--- config.mk ---
export PLATFORM = sky130hd
export DESIGN_NAME = kmp_first_match_search_top
export DESIGN_NICKNAME = d
export VERILOG_FILES = /design/src/rtl/kmpfm_pkg.sv /design/src/rtl/kmpfm_ram.sv /design/src/rtl/kmp_first_match_search_top.sv
export SDC_FILE = /design/constraint.sdc
export NUM_CORES = 1
export LEC_CHECK = 0
export BUFFER_PORTS_ARGS = -buffer_cell sky130_fd_sc_hd__buf_2
export CAP_MARGIN = 40
export CORE_ASPECT_RATIO = 1.4
export CORE_UTILIZATION = 55
export CTS_CLUSTER_DIAMETER = 40
export DETAILED_ROUTE_END_ITERATION = 6
export GPL_ROUTABILITY_DRIVEN = 0
export GPL_TIMING_DRIVEN = 0
export HOLD_SLACK_MARGIN = 0.08
export PLACE_DENSITY = 0.79
export SYNTH_ARGS = -nofsm -noshare
export SYNTH_HDL_FRONTEND = slang
export SYNTH_SLANG_ARGS = --single-unit
--- constraint.sdc ---
create_clock -name aclk -period 6.3 [get_ports aclk]
set_input_delay 1.26 -clock aclk [delete_from_list [all_inputs] [get_ports aclk]]
set_output_delay 1.26 -clock aclk [all_outputs]
set_load 0.005 [all_outputs]
--- src/rtl/kmpfm_pkg.sv ---
// Shared constants for the first-match string search block.
package kmpfm_pkg;

    localparam int MAX_PATTERN = 64;
    localparam int IDX_W       = $clog2(MAX_PATTERN);
    localparam int LEN_W       = 7;
    localparam int CHAR_W      = 8;
    localparam int POS_W       = 16;
    localparam int S_TDATA_W   = 16;
    localparam int M_TUSER_W   = 2;

    localparam logic [POS_W-1:0] POS_LIMIT = 16'hFFFF;

    localparam logic REQ_PATTERN = 1'b0;
    localparam logic REQ_TEXT    = 1'b1;

endpackage

--- src/rtl/kmpfm_ram.sv ---
// Generic simple dual-port RAM with one write port and a registered read port.
module kmpfm_ram #(
    parameter int WIDTH = 8,
    parameter int DEPTH = 64
) (
    input  logic                     aclk,
    input  logic                     we,
    input  logic [$clog2(DEPTH)-1:0] waddr,
    input  logic [WIDTH-1:0]         wdata,
    input  logic [$clog2(DEPTH)-1:0] raddr,
    output logic [WIDTH-1:0]         rdata
);

    logic [WIDTH-1:0] mem [DEPTH];

    always_ff @(posedge aclk) begin
        if (we) begin
            mem[waddr] <= wdata;
        end
        rdata <= mem[raddr];
    end

endmodule

--- src/rtl/kmp_first_match_search_top.sv ---
// Top level of the first-match string search block with its sequencer and state.
//
// Usage:
// Items enter on the s_ channel. s_tuser selects the kind: a pattern byte or a
// text byte. Pattern bytes are loaded from index 0 upward; each load stores the
// byte and builds its failure entry. Text bytes are matched one per item. The
// first full match gives one item on the m_ channel with found set and the
// start position; a text that ends (s_tlast) without a match gives one item
// with found clear. cfg_we writes the pattern length; the user must do so
// only while the block is idle, as the block itself does not enforce it.
// After the accept cycle a walk compares the byte and follows failure links,
// reading both memories in parallel once per cycle. Pattern loads at index 0
// and text bytes after a match need no walk.
// m_tvalid rises at the edge that ends the walk. A
// result waiting in the output register does not block new items; only a walk
// that ends with a new result while the old one is still held waits for
// m_tready. Synchronous reset clears the search state and sets the pattern
// length to 1; the memories keep their contents and are defined only where
// written.
module kmp_first_match_search_top (
    input  logic                        aclk,
    input  logic                        aresetn,
    input  logic                        cfg_we,
    input  logic [kmpfm_pkg::LEN_W-1:0] cfg_wdata,
    input  logic                        s_tvalid,
    output logic                        s_tready,
    // char_value [7:0], char_index [13:8], zero [15:14]
    input  logic [kmpfm_pkg::S_TDATA_W-1:0] s_tdata,
    // req_type
    input  logic                        s_tuser,
    input  logic                        s_tlast,
    output logic                        m_tvalid,
    input  logic                        m_tready,
    // position [15:0]
    output logic [kmpfm_pkg::POS_W-1:0] m_tdata,
    // found [0], too_long [1]
    output logic [kmpfm_pkg::M_TUSER_W-1:0] m_tuser
);
    import kmpfm_pkg::*;

    localparam logic ST_IDLE = 1'b0;
    localparam logic ST_WALK = 1'b1;

    logic              state_reg, state_next;
    logic [IDX_W-1:0]  j_reg, j_next;
    logic [CHAR_W-1:0] char_reg, char_next;
    logic [IDX_W-1:0]  idx_reg, idx_next;
    logic              is_text_reg, is_text_next;
    logic              last_reg, last_next;
    logic [IDX_W-1:0]  build_len_reg, build_len_next;
    logic [LEN_W-1:0]  text_len_reg, text_len_next;
    logic [POS_W-1:0]  text_pos_reg, text_pos_next;
    logic              match_done_reg, match_done_next;
    logic              sat_reg, sat_next;
    logic [LEN_W-1:0]  pat_len_reg, pat_len_next;
    logic              m_valid_reg, m_valid_next;
    logic [POS_W-1:0]  m_pos_reg, m_pos_next;
    logic              m_found_reg, m_found_next;
    logic              m_long_reg, m_long_next;

    logic              s_accept;
    logic [CHAR_W-1:0] in_char;
    logic [IDX_W-1:0]  in_idx;
    logic [LEN_W-1:0]  used_len;
    logic [IDX_W-1:0]  text_j0, pat_j0, j_start, rd_j;
    logic              pat_we, fail_we;
    logic [IDX_W-1:0]  pat_waddr, fail_waddr, fail_wdata;
    logic [CHAR_W-1:0] pat_rdata;
    logic [IDX_W-1:0]  fail_rdata;
    logic              hit, step, is_match, emit, out_busy, pos_top;
    logic [LEN_W-1:0]  j_final;
    logic [POS_W:0]    pos_plus, start_pos;

    assign s_tready = (state_reg == ST_IDLE);
    assign s_accept = s_tvalid && s_tready;
    assign in_char  = s_tdata[CHAR_W-1:0];
    assign in_idx   = s_tdata[CHAR_W+IDX_W-1:CHAR_W];

    assign m_tvalid = m_valid_reg;
    assign m_tdata  = m_pos_reg;
    assign m_tuser  = {m_long_reg, m_found_reg};

    always_comb begin
        if (pat_len_reg == '0) begin
            used_len = LEN_W'(1);
        end else if (pat_len_reg > LEN_W'(MAX_PATTERN)) begin
            used_len = LEN_W'(MAX_PATTERN);
        end else begin
            used_len = pat_len_reg;
        end
    end

    assign text_j0 = (text_len_reg >= used_len) ? '0 : text_len_reg[IDX_W-1:0];
    assign pat_j0  = (build_len_reg >= in_idx) ? '0 : build_len_reg;
    assign j_start = (s_tuser == REQ_TEXT) ? text_j0 : pat_j0;

    assign hit      = (pat_rdata == char_reg);
    assign step     = (j_reg != '0) && !hit;
    assign j_final  = {1'b0, j_reg} + LEN_W'(hit);
    assign is_match = (j_final >= used_len);
    assign emit     = is_match || last_reg;
    assign out_busy = m_valid_reg && !m_tready;
    assign pos_top  = (text_pos_reg == POS_LIMIT);
    assign pos_plus = {1'b0, text_pos_reg} + (POS_W+1)'(1);
    assign start_pos = pos_plus - (POS_W+1)'(used_len);

    always_comb begin
        if (state_reg == ST_IDLE) begin
            rd_j = j_start;
        end else if (step) begin
            rd_j = fail_rdata;
        end else begin
            rd_j = j_reg;
        end
    end

    assign pat_we     = s_accept && (s_tuser == REQ_PATTERN);
    assign pat_waddr  = in_idx;

    always_comb begin
        fail_we    = 1'b0;
        fail_waddr = idx_reg;
        fail_wdata = j_final[IDX_W-1:0];
        if (pat_we && (in_idx == '0)) begin
            fail_we    = 1'b1;
            fail_waddr = '0;
            fail_wdata = '0;
        end else if ((state_reg == ST_WALK) && !step && !is_text_reg) begin
            fail_we = 1'b1;
        end
    end

    kmpfm_ram #(.WIDTH(CHAR_W), .DEPTH(MAX_PATTERN)) u_pattern_ram (
        .aclk  (aclk),
        .we    (pat_we),
        .waddr (pat_waddr),
        .wdata (in_char),
        .raddr (rd_j),
        .rdata (pat_rdata)
    );

    kmpfm_ram #(.WIDTH(IDX_W), .DEPTH(MAX_PATTERN)) u_failure_ram (
        .aclk  (aclk),
        .we    (fail_we),
        .waddr (fail_waddr),
        .wdata (fail_wdata),
        .raddr (rd_j - IDX_W'(1)),
        .rdata (fail_rdata)
    );

    always_comb begin
        state_next      = state_reg;
        j_next          = j_reg;
        char_next       = char_reg;
        idx_next        = idx_reg;
        is_text_next    = is_text_reg;
        last_next       = last_reg;
        build_len_next  = build_len_reg;
        text_len_next   = text_len_reg;
        text_pos_next   = text_pos_reg;
        match_done_next = match_done_reg;
        sat_next        = sat_reg;
        pat_len_next    = pat_len_reg;
        m_valid_next    = m_valid_reg && !m_tready;
        m_pos_next      = m_pos_reg;
        m_found_next    = m_found_reg;
        m_long_next     = m_long_reg;

        if (cfg_we) begin
            pat_len_next = cfg_wdata;
        end

        case (state_reg)
            ST_IDLE: begin
                if (s_accept) begin
                    char_next    = in_char;
                    idx_next     = in_idx;
                    is_text_next = s_tuser;
                    last_next    = s_tlast;
                    j_next       = j_start;
                    if (s_tuser == REQ_PATTERN) begin
                        if (in_idx == '0) begin
                            build_len_next = '0;
                        end else begin
                            state_next = ST_WALK;
                        end
                    end else if (match_done_reg) begin
                        if (s_tlast) begin
                            text_len_next   = '0;
                            text_pos_next   = '0;
                            match_done_next = 1'b0;
                            sat_next        = 1'b0;
                        end
                    end else begin
                        state_next = ST_WALK;
                    end
                end
            end
            ST_WALK: begin
                if (step) begin
                    j_next = fail_rdata;
                end else if (!is_text_reg) begin
                    build_len_next = j_final[IDX_W-1:0];
                    state_next     = ST_IDLE;
                end else if (!(emit && out_busy)) begin
                    state_next = ST_IDLE;
                    if (pos_top) begin
                        sat_next = 1'b1;
                    end else begin
                        text_pos_next = pos_plus[POS_W-1:0];
                    end
                    if (is_match) begin
                        match_done_next = 1'b1;
                        text_len_next   = '0;
                    end else begin
                        text_len_next = j_final;
                    end
                    if (emit) begin
                        m_valid_next = 1'b1;
                        m_found_next = is_match;
                        m_long_next  = sat_reg || pos_top;
                        if (is_match && (pos_plus >= (POS_W+1)'(used_len))) begin
                            m_pos_next = start_pos[POS_W-1:0];
                        end else begin
                            m_pos_next = '0;
                        end
                    end
                    if (last_reg) begin
                        text_len_next   = '0;
                        text_pos_next   = '0;
                        match_done_next = 1'b0;
                        sat_next        = 1'b0;
                    end
                end
            end
            default: begin
                state_next = ST_IDLE;
            end
        endcase
    end

    always_ff @(posedge aclk) begin
        if (!aresetn) begin
            state_reg      <= ST_IDLE;
            build_len_reg  <= '0;
            text_len_reg   <= '0;
            text_pos_reg   <= '0;
            match_done_reg <= 1'b0;
            sat_reg        <= 1'b0;
            pat_len_reg    <= LEN_W'(1);
            m_valid_reg    <= 1'b0;
        end else begin
            state_reg      <= state_next;
            build_len_reg  <= build_len_next;
            text_len_reg   <= text_len_next;
            text_pos_reg   <= text_pos_next;
            match_done_reg <= match_done_next;
            sat_reg        <= sat_next;
            pat_len_reg    <= pat_len_next;
            m_valid_reg    <= m_valid_next;
        end
    end

    always_ff @(posedge aclk) begin
        j_reg       <= j_next;
        char_reg    <= char_next;
        idx_reg     <= idx_next;
        is_text_reg <= is_text_next;
        last_reg    <= last_next;
        m_pos_reg   <= m_pos_next;
        m_found_reg <= m_found_next;
        m_long_reg  <= m_long_next;
    end

endmodule

==> impl_results.md, run 1 <==
- Worst hold slack: 471 ps
- Htree depth: 3
- Commonest cells after routing, fill and taps aside: 936 x edfxtp_1, 488 x nand2_1, 199 x nor2_1, 154 x nand3_1, 102 x mux4_2
- Vias in the first global route: roughly 27000
- Combinational Power Share: 0.171
- HP Class: reg2reg
- R2R Path End: u_failure_ram.rdata[2]$_DFF_P_
- Sw Share: 0.279
- Skew final: between 40 and 50 ps
- Initial DRC Count: 4016
- Crit path DAT: 6790 ps
- Peak Freq: about 160 MHz
- R2r setup slk: between 300 and 400 ps
- Net Count, Synth: 2798
- Clock latency on the worst-skew pair: around 700 ps
- Violated checks: DRC
- FFs w/ async S/R, synth: 0
- Final Hold Viols: 0
- # Post-CTS Setup Buffers: 0
- Post-synth EDFFs: around 940
- Fillers: between 4000 and 5000
- Outcome: finished, violations left
- Die Area: roughly 75000 um2
- Syn Inst Count: around 2700
- Max FFs per register: 512
- Reg2reg start: pat_len_reg[6]$_SDFFE_PN0P_
- Chip width: between 200 and 250 um
- Initial core utilization: 0.556
- Avg Inst Size Synth: approximately 15 um2
- Share of layout cells above drive strength 1: 0.149
- Die height: between 300 and 400 um
- Total global-route track usage: 0.323
- Clock transition at path regs: 60 ps
- Largest net degree at the start of global routing: 53
- Final core occ: 0.630
- Most common cell after layout, fill and taps aside: edfxtp_1
- Total wire length: 120000 um
- Startpoint Class: input pin
- Leak pwr: 15.6 nW
- Psw: roughly 0.0045 W
- Seq cells post-synth: between 900 and 1000
- Yosys warnings: 0
- Worst endpoint required time: 6860 ps
- Synth Flop Type: edfxtp_1
- Routed len/inst: roughly 30 um
- Worst-Margin Slew: about 1000 ps
- Max-slew headroom: 0.336
- RSZ-0062 raised after global routing: false
- CP Class: in2reg
- Pre-antenna DRT Iters: 7
- Top reg by flops: u_pattern_ram.mem
- Share of the yosys chip area belonging to registers: 0.722
- Clk buf depth: 3
- Hold Path Depth: 2
- Setup violations, final: 0
- Worst Path Max Fanout: 28
- CTS Buf Count: just under 100
- Max-Cap Viols: 0
- Worst r2r path cells: 21
- TritonCTS clock tree: built
- Min-delay src: build_len_reg[0]$_SDFFE_PN0P_
- Fin crit share: 0.989
- Endpoint, Worst Hold: build_len_reg[0]$_SDFFE_PN0P_
- CP Capture Type: register
- Worst VDD drop: 294 uV
- Vias: 26800
- DRT antenna net count: 0
- Seq pwr share: 0.456
- Min Clock Period, post-route: roughly 6200 ps
- Mapped cell area: between 40000 and 50000 um2
- Total I/O pin count: 50
- DPL Wire Length: 79300 um
- Distinct cells, synth: roughly 70
- DRC viols: 43
- Area growth syn-to-layout: 13.3%
- Buffers on Ports: between 40 and 50
- Largest registers: u_pattern_ram.mem x512, u_failure_ram.mem x384
- CTS sink cnt: between 900 and 1000
- First-pass GRT wire length: between 150000 and 200000 um
- Power share of the clock group: 0.373
- Internal: around 0.012 W
- Via/cell ratio: 6.78
- Final Max Slew Viols: 0
- Nets: around 3000
- Row count: roughly 120
- Power Dens Cells: ~350 nW/um2
- Grt ovf: 0
- Clk root buf: clkbuf_16
- Antenna violations before repair: 8
- Placeable core area: approximately 73000 um2
worst max-delay path, cell delays in order:
cell and delay (ps):
buf_2 280, inv_1 240, ha_1 360, nand4_1 90, o221a_2 330, a211oi_1 350
a211oi_2 80, buf_4 220, inv_1 200, buf_2 760, buf_1 650, clkbuf_1 660
a311oi_1 190, o21ai_0 610, o21ai_0 200, o22a_1 280
synthesized netlist by cell type (30+ instances only):
| library cell | instances | area share |
|---|---|---|
| a31oi_1 | 37 | 0.0057 |
| mux2i_1 | 84 | 0.021 |
| ha_1 | 31 | 0.0096 |
| buf_2 | 42 | 0.0052 |
| o21ai_0 | 42 | 0.0052 |
| a21oi_1 | 93 | 0.012 |
| xnor2_1 | 30 | 0.0065 |
| nand2_1 | 488 | 0.045 |
| nand3_1 | 154 | 0.019 |
| and3_1 | 52 | 0.0080 |
| nor2_1 | 202 | 0.019 |
| mux4_2 | 102 | 0.057 |
| edfxtp_1 | 936 | 0.70 |
| clkbuf_1 | 62 | 0.0058 |
| dfxtp_1 | 54 | 0.027 |
power by group through the flow:
stage / logic, W / registers (W) / clock network [W]
3_5_place_dp: 0.00258 / 0.00754 / 0
3_3_place_gp: 0.00243 / 0.00756 / 0
5_1_grt: 0.00282 / 0.00741 / 0.00630
2_1_floorplan: 0.00149 / 0.00753 / 0
4_1_cts: 0.00261 / 0.00740 / 0.00605
6_report: 0.00278 / 0.00740 / 0.00607
logic make-up after synthesis:
logic type      Yosys count  share of synthesized area
xor+xnor                 41                    0.00907
flops                   990                      0.722
fa+ha+maj                32                     0.0101
simple gates            977                      0.104
buf+inv                 172                     0.0203
mux                     195                     0.0801
compound gates          329                     0.0546
timing repair:
action / CTS / global route
gates resized for setup: 7 / 11
setup endpoints to repair: 6 / 6
hold buffers: 0 / 0
final cells by class:
| type | count | area (um2) | share of cell area |
|---|---|---|---|
| repair buffers | 93 | 828 | 0.0181 |
| clock inverters | 64 | 805 | 0.0176 |
| flip-flops and latches | 990 | 29200 | 0.637 |
| clock buffers | 114 | 2510 | 0.0549 |
| multi-input cells | 1574 | 10500 | 0.228 |
| plain buffers | 135 | 696 | 0.0152 |
| inverters | 33 | 124 | 0.00270 |
| well taps | 952 | 1190 | 0.0260 |
| diodes | 3 | 7.51 | 0.000164 |
per-stage QoR:
| stage | setup slack, ps | power, W | area [um2] | TNS [ps] | instances |
|---|---|---|---|---|---|
| 5_1_grt | 145 | 0.0165 | 45800 | 0 | 3956 |
| 6_report | 68.1 | 0.0162 | 45800 | 0 | 3958 |
| 3_5_place_dp | -2270 | 0.0101 | 42400 | -12070 | 3776 |
| 4_1_cts | 171 | 0.0161 | 45700 | 0 | 3950 |
| 3_3_place_gp | -2610 | 0.00999 | 41800 | -35010 | 3734 |
| 2_1_floorplan | 630 | 0.00902 | 40400 | 0 | 2736 |
worst max path at each step:
| stage | startpoint | end | slack, ps | cells past startpoint |
|---|---|---|---|---|
| 2_1_floorplan | s_tdata[8] | u_failure_ram.rdata[5]$_DFF_P_ | 630 | 20 |
| 3_3_place_gp | s_tdata[11] | u_failure_ram.rdata[5]$_DFF_P_ | -2610 | 21 |
| 3_5_place_dp | s_tdata[12] | u_failure_ram.rdata[5]$_DFF_P_ | -2270 | 23 |
| 4_1_cts | s_tdata[12] | u_failure_ram.rdata[5]$_DFF_P_ | 170 | 21 |
| 5_1_grt | s_tdata[12] | u_failure_ram.rdata[5]$_DFF_P_ | 150 | 21 |
| 6_report | s_tdata[12] | u_pattern_ram.rdata[4]$_DFF_P_ | 70 | 16 |
per-layer routing:
metal  routed length, um  GRT usage  share of wire
met1               36700      0.358           0.31
met2               57600      0.528           0.48
met5                  76          0        0.00064
met4               10800      0.242          0.091
met3               14400     0.0943           0.12
No activity file was read; power rests on OpenSTA's default activity.
==> inputs of run 2 (changes only) <==
--- a/config.mk
+++ b/config.mk
@@ -8,13 +8,13 @@
 export BUFFER_PORTS_ARGS = -buffer_cell sky130_fd_sc_hd__buf_2
 export CAP_MARGIN = 40
 export CORE_ASPECT_RATIO = 1.4
-export CORE_UTILIZATION = 55
+export CORE_UTILIZATION = 46
 export CTS_CLUSTER_DIAMETER = 40
 export DETAILED_ROUTE_END_ITERATION = 6
 export GPL_ROUTABILITY_DRIVEN = 0
 export GPL_TIMING_DRIVEN = 0
 export HOLD_SLACK_MARGIN = 0.08
-export PLACE_DENSITY = 0.79
+export PLACE_DENSITY = 0.69
 export SYNTH_ARGS = -nofsm -noshare
 export SYNTH_HDL_FRONTEND = slang
 export SYNTH_SLANG_ARGS = --single-unit
==> run 2 against run 1 <==
The run now ends clean. Combinational power about the same. Design area increased by 0.71%. First-iteration DRC count decreased by 9.5%. Die area increased by 19%. Hold slack improved by 0.71 ps. Critical path depth increased by 3. Register-to-register slack got worse by 80 ps. Wire length decreased by 0.30%. Global-route usage decreased by 5.4 points.
==> impl_results.md, run 2 (synthesized netlist as in run 1, its figures left out) <==
- Largest registers: u_pattern_ram.mem x512, u_failure_ram.mem x384
- First-pass GRT wire length: 173000 um
- Max FFs per register: between 500 and 600
- Register area: between 20000 and 30000 um2
- Antenna violations before repair: 7
- Clock latency on the worst-skew pair: about 700 ps
- Setup ws final: between 20 and 30 ps
- Commonest cells after routing, fill and taps aside: 936 x edfxtp_1, 488 x nand2_1, 199 x nor2_1, 154 x nand3_1, 106 x clkbuf_16
- Grt met3 use: 0.0617
- DPL Wire Length: 82000 um
- Htree depth: 3
- Leak pwr: between 15 and 20 nW
- CP Capture Type: register
- CP Class: in2reg
- Top reg by flops: u_pattern_ram.mem
- Multi-input gate area: 10400 um2
- Initial core utilization: 0.465
- Pre-antenna DRT Iters: 6
- GRT met1 Usage: 0.305
- Design area: approximately 46000 um2
- Fin crit share: 0.995
- Nets: 3000
- Clk root buf: clkbuf_16
- Initial DRC Count: 3635
- DRT antenna net count: 0
- Fillers: just under 7000
- Row count: ~130
- Chip width: about 250 um
- Setup violations, final: 0
- Most common cell after layout, fill and taps aside: edfxtp_1
- Total global-route track usage: 0.269
- Max-Cap Viols: 0
- Vias in the first global route: about 26000
- RSZ-0062 raised after global routing: false
- Peak Freq: about 160 MHz
- Power Dens Cells: ~350 nW/um2
- Die height: between 300 and 400 um
- Share of layout cells above drive strength 1: 0.151
- Clock transition at path regs: 60 ps
- Gr busiest metal: met2
- Vias: approximately 26000
- TritonCTS clock tree: built
- # Post-CTS Setup Buffers: 0
- Area growth syn-to-layout: 14.1%
- Max-slew headroom: 0.347
- Crit path DAT: a little under 7000 ps
- Final Hold Viols: 0
- Total wire length: 119000 um
- Worst-Margin Slew: 976 ps
- GRT met2 Usage: 0.450
- CTS sink cnt: 990
- Via/cell ratio: ~6.2
- Worst VDD drop: ~240 uV
- Final Max Slew Viols: 0
- Grt ovf: 0
- Worst hold slack: roughly 470 ps
- HP Class: reg2reg
- Min Clock Period, post-route: 6270 ps
- Skew final: between 40 and 50 ps
- Buffers on Ports: 46
- DRC viols: 0
- Worst endpoint required time: around 7000 ps
- Startpoint Class: input pin
- Die Area: 89100 um2
- CTS Buf Count: about 100
- Setup WS pre-CTS: -1940 ps
- Routed len/inst: ~28 um
- Worst Path Max Fanout: 19
- Clk buf depth: 3
- R2r setup slk: roughly 300 ps
- Outcome: completed
- Placed instance area: between 40000 and 50000 um2
- Placeable core area: approximately 87000 um2
- Total I/O pin count: 50
- Largest net degree at the start of global routing: between 50 and 60
- Final setup TNS: 0 ps
[run 2: changes by cell type in the layout (fill, tap and decap cells not counted), moves of 3 or more]
cell       change
buf_6          +3
buf_4          +3
clkbuf_16      +8
bufinv_16      -7
clkinv_1       +6
[run 2: what timing repair did]
| action | CTS | global route |
|---|---|---|
| resized for setup | 8 | 2 |
| setup endpoints to repair | 6 | 4 |
| hold buffers | 0 | 0 |
[run 2: routing by layer]
metal,wire length (um),up-vias
met1,39100,12800
li1,-,10900
met2,58600,1803
met5,78,-
met4,9570,10
met3,11900,501
[run 2: area by class of cell]
| type | count | area share |
|---|---|---|
| Antenna cell | 1 | 0.0000542 |
| Buffer | 136 | 0.0151 |
| Clock buffer | 121 | 0.0589 |
| Clock inverter | 66 | 0.0135 |
| Inverter | 33 | 0.00269 |
| Multi-Input combinational cell | 1574 | 0.227 |
| Sequential cell | 990 | 0.633 |
| Tap cell | 1170 | 0.0317 |
| Timing Repair Buffer | 101 | 0.0187 |
[run 2: final timing paths]
path                                       from  depth (start not counted)                              to
setup / recovery                    s_tdata[11]                         19  u_failure_ram.rdata[0]$_DFF_P_
hold / removal    build_len_reg[0]$_SDFFE_PN0P_                          2   build_len_reg[0]$_SDFFE_PN0P_
setup reg to reg    pat_len_reg[1]$_SDFFE_PN0P_                         21  u_failure_ram.rdata[0]$_DFF_P_
hold reg to reg   build_len_reg[0]$_SDFFE_PN0P_                          2   build_len_reg[0]$_SDFFE_PN0P_
[run 2: metrics by stage]
stage           util  instances  power, W
2_1_floorplan      -       2736   0.00902
3_3_place_gp   0.484       3952    0.0101
3_5_place_dp   0.491       3999    0.0102
4_1_cts        0.530       4183    0.0161
5_1_grt        0.530       4191    0.0165
6_report       0.530       4192    0.0162
[run 2: worst max-delay path: stages]
cell,delay (ps)
buf_2,260
inv_1,260
ha_1,380
nand4_1,90
o221a_2,320
a221o_1,300
o21a_1,200
inv_2,260
buf_6,280
buf_6,320
buf_4,350
ha_2,400
clkbuf_1,680
mux4_2,420
nand2_1,170
a21oi_1,100
a21oi_1,150
o22ai_1,180
a221o_1,350
[run 2: power by group]
group / total [W] / internal (W) / switching, W
clock network: 0.00603 / 0.00341 / 0.00262
logic: 0.00275 / 0.000879 / 0.00187
registers: 0.00741 / 0.00736 / 0.0000486
total: 0.0162 / 0.0116 / 0.00454
